[config.mk]
export PLATFORM = sky130hd
export DESIGN_NAME = simple_moving_average_trend
export DESIGN_NICKNAME = d
export VERILOG_FILES = /design/src/hw/rtl/sma_pkg.sv /design/src/hw/rtl/sma_ram.sv /design/src/hw/rtl/sma_div.sv /design/src/hw/rtl/simple_moving_average_trend.sv
export SDC_FILE = /design/constraint.sdc
export NUM_CORES = 2
export LEC_CHECK = 0
export ABC_CLOCK_PERIOD_IN_PS = 16600
export BUFFER_PORTS_ARGS = -buffer_cell sky130_fd_sc_hd__buf_2
export CORE_ASPECT_RATIO = 0.8
export CORE_MARGIN = 2
export CORE_UTILIZATION = 45
export DETAILED_ROUTE_END_ITERATION = 7
export PLACE_DENSITY_LB_ADDON = 0.25
export REMOVE_ABC_BUFFERS = 1
export SLEW_MARGIN = 20
export SYNTH_ARGS = -nofsm -noshare
export SYNTH_HDL_FRONTEND = slang
export SYNTH_SLANG_ARGS = --single-unit
export TNS_END_PERCENT = 20
[constraint.sdc]
create_clock -name clk -period 16.6 [get_ports clk]
set_input_delay 2.49 -clock clk [delete_from_list [all_inputs] [get_ports clk]]
set_output_delay 2.49 -clock clk [all_outputs]
set_load 0.01 [all_outputs]
[src/hw/rtl/sma_pkg.sv]
package sma_pkg;

    localparam int PRICE_W = 31;
    localparam int LEN_W = 7;
    localparam int TREND_W = 2;
    localparam logic [LEN_W-1:0] RESET_LENGTH = 7'd5;

    typedef enum logic [TREND_W-1:0] {
        TREND_UNKNOWN = 2'd0,
        TREND_UP      = 2'd1,
        TREND_DOWN    = 2'd2
    } trend_t;

    typedef struct packed {
        logic start;
    } div_ctrl_t;

    typedef struct packed {
        logic done;
    } div_stat_t;

endpackage

[src/hw/rtl/sma_ram.sv]
module sma_ram #(
    parameter int DEPTH = 64,
    parameter int ADDR_W = 6,
    parameter int DATA_W = 31
) (
    input  logic              clk,
    input  logic              wr_en,
    input  logic [ADDR_W-1:0] wr_addr,
    input  logic [DATA_W-1:0] wr_data,
    input  logic              rd_en,
    input  logic [ADDR_W-1:0] rd_addr,
    output logic [DATA_W-1:0] rd_data
);

    logic [DATA_W-1:0] mem [DEPTH];
    logic [DATA_W-1:0] rd_data_reg;

    always_ff @(posedge clk)
    begin
        if (wr_en)
        begin
            mem[wr_addr] <= wr_data;
        end
        if (rd_en)
        begin
            rd_data_reg <= mem[rd_addr];
        end
    end

    assign rd_data = rd_data_reg;

endmodule

[src/hw/rtl/sma_div.sv]
module sma_div #(
    parameter int SUM_W = 37
) (
    input  logic                      clk,
    input  logic                      rst_n,
    input  sma_pkg::div_ctrl_t        ctrl,
    input  logic [SUM_W-1:0]          dividend,
    input  logic [sma_pkg::LEN_W-1:0] divisor,
    output sma_pkg::div_stat_t        stat,
    output logic [SUM_W-1:0]          quotient
);

    import sma_pkg::*;

    localparam int CNT_W = $clog2(SUM_W + 1);

    logic [SUM_W-1:0] quo_reg;
    logic [LEN_W-1:0] rem_reg;
    logic [CNT_W-1:0] count_reg;
    logic             busy_reg;
    logic             done_reg;

    logic [LEN_W:0]   trial;
    logic             fits;
    logic [LEN_W:0]   diff;

    // Restoring division: one quotient bit per cycle, the dividend shifting
    // out of the top of the quotient register as quotient bits enter below.
    assign trial = {rem_reg, quo_reg[SUM_W-1]};
    assign fits  = trial >= {1'b0, divisor};
    assign diff  = trial - {1'b0, divisor};

    always_ff @(posedge clk or negedge rst_n)
    begin
        if (!rst_n)
        begin
            busy_reg  <= 1'b0;
            done_reg  <= 1'b0;
            count_reg <= '0;
        end
        else
        begin
            done_reg <= busy_reg && !ctrl.start && (count_reg == CNT_W'(1));
            if (ctrl.start)
            begin
                busy_reg  <= 1'b1;
                count_reg <= CNT_W'(SUM_W);
                quo_reg   <= dividend;
                rem_reg   <= '0;
            end
            else if (busy_reg)
            begin
                quo_reg   <= {quo_reg[SUM_W-2:0], fits};
                rem_reg   <= fits ? diff[LEN_W-1:0] : trial[LEN_W-1:0];
                count_reg <= count_reg - 1'b1;
                if (count_reg == CNT_W'(1))
                begin
                    busy_reg <= 1'b0;
                end
            end
        end
    end

    assign stat.done = done_reg;
    assign quotient  = quo_reg;

endmodule

[src/hw/rtl/simple_moving_average_trend.sv]
// Simple moving average with trend. Each transfer on the input channel
// carries one closing price; each produces exactly one result transfer with
// average_valid, the truncated mean of the last window_length prices
// (zero until the window has filled) and a trend of unknown, up or down
// against the previous average (equal averages count as down). A full
// window's mean comes from the bit-serial restoring divider, which yields
// one quotient bit a cycle over the SUM_W-bit running sum, 37 bits with
// the default WINDOW_MAX of 64; prices that leave the average invalid
// skip the divider. The next price is taken once the block is back in
// idle, which it enters as the result is offered, even while the last
// result still waits at the output. Writing window_length empties the window
// and clears the trend history; a value of 0 acts as 1 and one above
// WINDOW_MAX acts as WINDOW_MAX. The price ring sits in a memory of
// WINDOW_MAX entries.
module simple_moving_average_trend #(
    parameter int WINDOW_MAX = 64
) (
    input  logic                        clk,
    input  logic                        rst_n,
    input  logic                        in_valid,
    output logic                        in_stall,
    input  logic [sma_pkg::PRICE_W-1:0] close_price,
    output logic                        out_valid,
    input  logic                        out_stall,
    output logic                        average_valid,
    output logic [sma_pkg::PRICE_W-1:0] average_price,
    output logic [sma_pkg::TREND_W-1:0] trend,
    input  logic                        cfg_valid,
    output logic                        cfg_ready,
    input  logic [sma_pkg::LEN_W-1:0]   window_length
);

    import sma_pkg::*;

    localparam int PTR_W   = (WINDOW_MAX > 1) ? $clog2(WINDOW_MAX) : 1;
    localparam int SUM_W   = PRICE_W + PTR_W;
    localparam int LEN_CAP = (WINDOW_MAX > 127) ? 127 : WINDOW_MAX;
    localparam int CMP_W   = ((PTR_W > LEN_W) ? PTR_W : LEN_W) + 1;

    typedef enum logic [2:0] {
        ST_IDLE,
        ST_SUB,
        ST_ADD,
        ST_CHECK,
        ST_DIV,
        ST_DONE
    } state_t;

    state_t             state_reg;
    logic [LEN_W-1:0]   length_reg;
    logic [SUM_W-1:0]   sum_reg;
    logic [LEN_W-1:0]   fill_reg;
    logic [PTR_W-1:0]   ptr_reg;
    logic [PTR_W-1:0]   slot_reg;
    logic [PRICE_W-1:0] price_reg;
    logic [PRICE_W-1:0] avg_reg;
    logic               valid_reg;
    logic [PRICE_W-1:0] prev_avg_reg;
    logic               prev_valid_reg;
    logic               out_valid_reg;
    logic               average_valid_reg;
    logic [PRICE_W-1:0] average_price_reg;
    trend_t             trend_reg;

    logic [LEN_W-1:0]   len_eff;
    logic [PTR_W-1:0]   slot_next;
    logic [PTR_W-1:0]   ptr_next;
    logic [CMP_W-1:0]   slot_inc;
    logic               full;
    logic               in_accept;
    logic               cfg_accept;
    logic               out_free;
    logic               result_load;
    trend_t             trend_calc;

    logic [PRICE_W-1:0] old_price;
    div_ctrl_t          div_ctrl;
    div_stat_t          div_stat;
    logic [SUM_W-1:0]   quotient;

    always_comb
    begin
        priority if (length_reg == '0)
        begin
            len_eff = LEN_W'(1);
        end
        else if (32'(length_reg) > LEN_CAP)
        begin
            len_eff = LEN_W'(LEN_CAP);
        end
        else
        begin
            len_eff = length_reg;
        end
    end

    // A pointer left beyond a shorter window wraps back to the first slot.
    assign slot_next = (CMP_W'(ptr_reg) >= CMP_W'(len_eff)) ? '0 : ptr_reg;
    assign slot_inc  = CMP_W'(slot_reg) + CMP_W'(1);
    assign ptr_next  = (slot_inc >= CMP_W'(len_eff)) ? '0 : slot_inc[PTR_W-1:0];
    assign full      = fill_reg >= len_eff;

    assign cfg_ready   = (state_reg == ST_IDLE);
    assign cfg_accept  = cfg_valid && cfg_ready;
    assign in_stall    = (state_reg != ST_IDLE) || cfg_valid;
    assign in_accept   = in_valid && !in_stall;
    assign out_free    = !out_valid_reg || !out_stall;
    assign result_load = (state_reg == ST_DONE) && out_free;

    assign div_ctrl.start = (state_reg == ST_CHECK) && full;

    always_comb
    begin
        if (valid_reg && prev_valid_reg)
        begin
            trend_calc = (avg_reg > prev_avg_reg) ? TREND_UP : TREND_DOWN;
        end
        else
        begin
            trend_calc = TREND_UNKNOWN;
        end
    end

    sma_ram #(
        .DEPTH  (WINDOW_MAX),
        .ADDR_W (PTR_W),
        .DATA_W (PRICE_W)
    ) u_ram (
        .clk     (clk),
        .wr_en   (state_reg == ST_ADD),
        .wr_addr (slot_reg),
        .wr_data (price_reg),
        .rd_en   (in_accept),
        .rd_addr (slot_next),
        .rd_data (old_price)
    );

    sma_div #(
        .SUM_W (SUM_W)
    ) u_div (
        .clk      (clk),
        .rst_n    (rst_n),
        .ctrl     (div_ctrl),
        .dividend (sum_reg),
        .divisor  (len_eff),
        .stat     (div_stat),
        .quotient (quotient)
    );

    always_ff @(posedge clk or negedge rst_n)
    begin
        if (!rst_n)
        begin
            state_reg         <= ST_IDLE;
            length_reg        <= RESET_LENGTH;
            sum_reg           <= '0;
            fill_reg          <= '0;
            ptr_reg           <= '0;
            prev_avg_reg      <= '0;
            prev_valid_reg    <= 1'b0;
            out_valid_reg     <= 1'b0;
            valid_reg         <= 1'b0;
            average_valid_reg <= 1'b0;
            average_price_reg <= '0;
            trend_reg         <= TREND_UNKNOWN;
        end
        else
        begin
            if (result_load)
            begin
                out_valid_reg <= 1'b1;
            end
            else if (!out_stall)
            begin
                out_valid_reg <= 1'b0;
            end

            unique case (state_reg)
                ST_IDLE:
                begin
                    if (cfg_accept)
                    begin
                        length_reg     <= window_length;
                        sum_reg        <= '0;
                        fill_reg       <= '0;
                        ptr_reg        <= '0;
                        prev_avg_reg   <= '0;
                        prev_valid_reg <= 1'b0;
                    end
                    else if (in_accept)
                    begin
                        price_reg <= close_price;
                        slot_reg  <= slot_next;
                        state_reg <= ST_SUB;
                    end
                end
                ST_SUB:
                begin
                    // The oldest price leaves the sum only once the window is full.
                    if (full)
                    begin
                        sum_reg <= sum_reg - SUM_W'(old_price);
                    end
                    state_reg <= ST_ADD;
                end
                ST_ADD:
                begin
                    sum_reg <= sum_reg + SUM_W'(price_reg);
                    if (!full)
                    begin
                        fill_reg <= fill_reg + 1'b1;
                    end
                    ptr_reg   <= ptr_next;
                    state_reg <= ST_CHECK;
                end
                ST_CHECK:
                begin
                    valid_reg <= full;
                    avg_reg   <= '0;
                    state_reg <= full ? ST_DIV : ST_DONE;
                end
                ST_DIV:
                begin
                    if (div_stat.done)
                    begin
                        avg_reg   <= quotient[PRICE_W-1:0];
                        state_reg <= ST_DONE;
                    end
                end
                ST_DONE:
                begin
                    if (out_free)
                    begin
                        average_valid_reg <= valid_reg;
                        average_price_reg <= avg_reg;
                        trend_reg         <= trend_calc;
                        prev_avg_reg      <= avg_reg;
                        prev_valid_reg    <= valid_reg;
                        state_reg         <= ST_IDLE;
                    end
                end
                default:
                begin
                    state_reg <= ST_IDLE;
                end
            endcase
        end
    end

    assign out_valid     = out_valid_reg;
    assign average_valid = average_valid_reg;
    assign average_price = average_price_reg;
    assign trend         = trend_reg;

endmodule
==> results.tsv <==
metric	value	unit
FF-to-FF Start	ptr_reg[0]	
classification of the worst-slack hold path	register to register	
Max rail drop VDD	123	µV
largest stage delay on the critical path	0.86	ns
insertion delay of the later-clocked pin in the worst-skew pair	0.88	ns
core area	201000	µm²
Most used DFF post-synth	sky130_fd_sc_hd__edfxtp_1	
top-level I/O count	80	
FP Rows	147	
pin count of the biggest net entering global routing	89	
number of global-route vias before repair	53300	
nature of the critical path endpoint	register	
Setup WS post-layout	9.03	ns
pre-CTS setup slack	9.31	ns
Final Hold Slack	0.464	ns
status	complete, no violations	
post-synthesis average cell area	15.3	µm²
Clock Pin Slew Worst Setup and Hold Paths	0.07	ns
cell count after synthesis	5967	
residual overflow from global routing	0	
layout cells sized above 1	0.135	
number of buffers created by CTS	206	
Crit Path Category	register to register	
unrepaired setup endpoints after global routing	false	
required time reported for the critical path endpoint	17.17	ns
kind of start point of the critical path	register	
Power Density	172	nW/µm²
remaining antenna violation count	0	
#FFs+latches synth	2263	
initial antenna violation count	15	
final instance area	103000	µm²
TritonCTS Sinks	2263	
count of endpoints failing setup in the final report	0	
synth unique cells	88	
Die Width	508	µm
arrival time reported for the critical path endpoint	8.14	ns
number of vias per cell	6.35	
number of cells on the worst hold path	2	
remaining routing DRC violations	0	
Max clock buf depth	3	
critical-path cell with the highest stage delay	sky130_fd_sc_hd__dfrtp_4	
setup slack on the worst flop-to-flop path	9.03	ns
total count of max-transition violations in the final report	0	
post-synth top area share	0.698	
Hold EP	length_reg[0]	
number of port buffers	79	
Post-CTS Setup Inserts	0	
fraction of registers with async set/reset	0.0601	
hold bufs inserted after CTS	0	
cell class contributing the biggest share of worst-path delay	buffers and inverters	
signed area change from the synthesized netlist to the final layout	12.3	%
Lkg Pwr	34.3	nW
summed negative setup slack over all endpoints	0	ns
via count of the routed design	56800	
worst slew pin tran	1.33	ns
starting utilization of the core area	0.454	
filler-free cell count of the finished design	8938	
maximum operating frequency	0.132	GHz
post-cts gate resize count	0	
capture instance of the worst register-to-register path	u_ram.rd_data[4]	
max-cap viol count	0	
routed wire length	296	mm
CTS tree	built	
sequential-to-total area share from yosys stat	0.736	
Net count, final	6226	
warnings from Yosys	0	
largest fanout of any net on the critical path	53	
hold path start	length_reg[0]	
Filler Cell Count	16500	
Max-slew headroom	0.106	
area of the die	207000	µm²
cell-by-cell listing of the critical path	inv_6, ha_1, nand2b_4, a2111oi_4, o31a_2, buf_4, nand2_2, inv_4, buf_4, buf_4, o221ai_1, nand2_1, a311oi_1, buf_4, nor3_1, o22ai_1	
share of the clock period used by the worst path after layout	0.456	
Starting DRT DRC Count	9315	
HPWL after detailed placement	178	mm
detailed-router iteration count before antenna repair	6	
depth of the CTS H-tree	4	
post-layout minimum cycle time	7.57	ns
routability-driven placement congestion ratio	0.969	
height of the die	407	µm
number of flip-flops in the largest register	1984	
total standard cell area after synthesis	91500	µm²
global router's overall resource usage	0.281	
Clock Root Buffer	sky130_fd_sc_hd__clkbuf_16	
wire length of the first global-routing pass	414	mm
total instance count after detailed placement	8550	
Fin Clk Skew	0.0579	ns
main area contributors after synthesis	sky130_fd_sc_hd__edfxtp_1 70%, sky130_fd_sc_hd__mux2i_1 4.5%, sky130_fd_sc_hd__dfrtp_1 3.7%	
Crit path top cell by count	sky130_fd_sc_hd__buf_4	
Final Hold Vio Count	0	
buffers and inverters on the worst path	6	
number of cells on the worst reg-to-reg path	16	
Post-synth EDFFs	2127	
post-placement cell area	95900	µm²
routed wire length per instance	33.1	µm
largest area contributor in the netlist	sky130_fd_sc_hd__edfxtp_1	
## power breakdown
group / switching (mW) / internal, mW
Sequential: 0.258 / 6.55
Clock: 2.16 / 2.56
Combinational: 4.33 / 1.81
## Yosys cell counts (30+ instances only)
| library cell | n |
|---|---|
| sky130_fd_sc_hd__nor2_1 | 198 |
| sky130_fd_sc_hd__mux4_2 | 32 |
| sky130_fd_sc_hd__xnor2_1 | 35 |
| sky130_fd_sc_hd__mux2_2 | 94 |
| sky130_fd_sc_hd__nor3_1 | 76 |
| sky130_fd_sc_hd__ha_1 | 99 |
| sky130_fd_sc_hd__nor4_1 | 34 |
| sky130_fd_sc_hd__clkbuf_1 | 252 |
| sky130_fd_sc_hd__edfxtp_1 | 2127 |
| sky130_fd_sc_hd__mux2i_1 | 412 |
| sky130_fd_sc_hd__o221ai_1 | 94 |
| sky130_fd_sc_hd__inv_1 | 56 |
| sky130_fd_sc_hd__buf_2 | 91 |
| sky130_fd_sc_hd__a211o_1 | 34 |
| sky130_fd_sc_hd__nand2_1 | 702 |
| sky130_fd_sc_hd__a221oi_1 | 183 |
| sky130_fd_sc_hd__and3_1 | 188 |
| sky130_fd_sc_hd__a21o_1 | 31 |
| sky130_fd_sc_hd__xor2_1 | 38 |
| sky130_fd_sc_hd__o211ai_1 | 35 |
| sky130_fd_sc_hd__o22ai_1 | 181 |
| sky130_fd_sc_hd__nand3_1 | 66 |
| sky130_fd_sc_hd__o21a_1 | 34 |
| sky130_fd_sc_hd__a221o_1 | 30 |
| sky130_fd_sc_hd__a21oi_1 | 165 |
| sky130_fd_sc_hd__a311oi_1 | 32 |
| sky130_fd_sc_hd__a31oi_1 | 91 |
| sky130_fd_sc_hd__o21ai_0 | 166 |
| sky130_fd_sc_hd__dfrtp_1 | 134 |
## tightest hold or removal path: stages (launching register included)
cell                      delay, ns
sky130_fd_sc_hd__dfstp_2       0.37
sky130_fd_sc_hd__nand2_1       0.04
sky130_fd_sc_hd__nand2_1       0.05
## logic make-up after synthesis
kind of cell / count (synthesis) / share of synthesized area
multiplexers: 538 / 0.0645
AND/OR/NAND/NOR: 1371 / 0.0681
buffers and inverters: 446 / 0.0204
adder cells (fa/ha/maj): 101 / 0.0140
AO/OA/AOI/OAI: 1175 / 0.0904
XOR/XNOR: 73 / 0.00699
flip-flops: 2263 / 0.736
## cell usage in the layout, fill, tap and decap left out, drive strengths merged, types with 134 or more instances in the layout
cell type,netlist,final
o21ai,171,171
and3,188,188
a21oi,165,165
buf,131,290
o22ai,181,181
nor2,198,198
nand2,709,709
edfxtp,2127,2127
clkbuf,252,269
a221oi,183,183
mux2i,412,412
dfrtp,134,134
## per-layer routing
layer	track usage	share of wire
met2	0.401	0.43
met1	0.392	0.39
met3	0.0890	0.13
met4	0.126	0.052
met5	0	0.00014
## worst max-delay path by stage
stage / slack [ns] / start / cells past startpoint / endpoint
after floorplan: -11.49 / ptr_reg[0] / 9 / u_ram.rd_data[29]
after global placement: 9.33 / ptr_reg[0] / 16 / u_ram.rd_data[4]
after detailed placement: 9.31 / ptr_reg[0] / 16 / u_ram.rd_data[4]
after CTS: 9.29 / ptr_reg[0] / 16 / u_ram.rd_data[4]
after global routing: 8.77 / ptr_reg[0] / 16 / u_ram.rd_data[4]
final: 9.03 / ptr_reg[0] / 16 / u_ram.rd_data[4]
## through the flow
step                power [mW]  utilization
floorplan                 10.5            -
global placement          12.8        0.476
detailed placement        12.9        0.476
CTS                       17.5        0.509
global route              18.2        0.510
finish                    17.7        0.510
## final cells by class
class                   instances  area [µm²]  area share
clock buffers                 269        5550      0.0541
diodes                          5        12.5    0.000122
well taps                    2682        3360      0.0327
inverters                      63         253     0.00246
repair buffers                290        2160      0.0210
clock inverters               108        1070      0.0104
multi-input cells            3258       23000       0.224
flip-flops and latches       2263       67300       0.655
No activity file was read; power rests on OpenSTA's default activity.
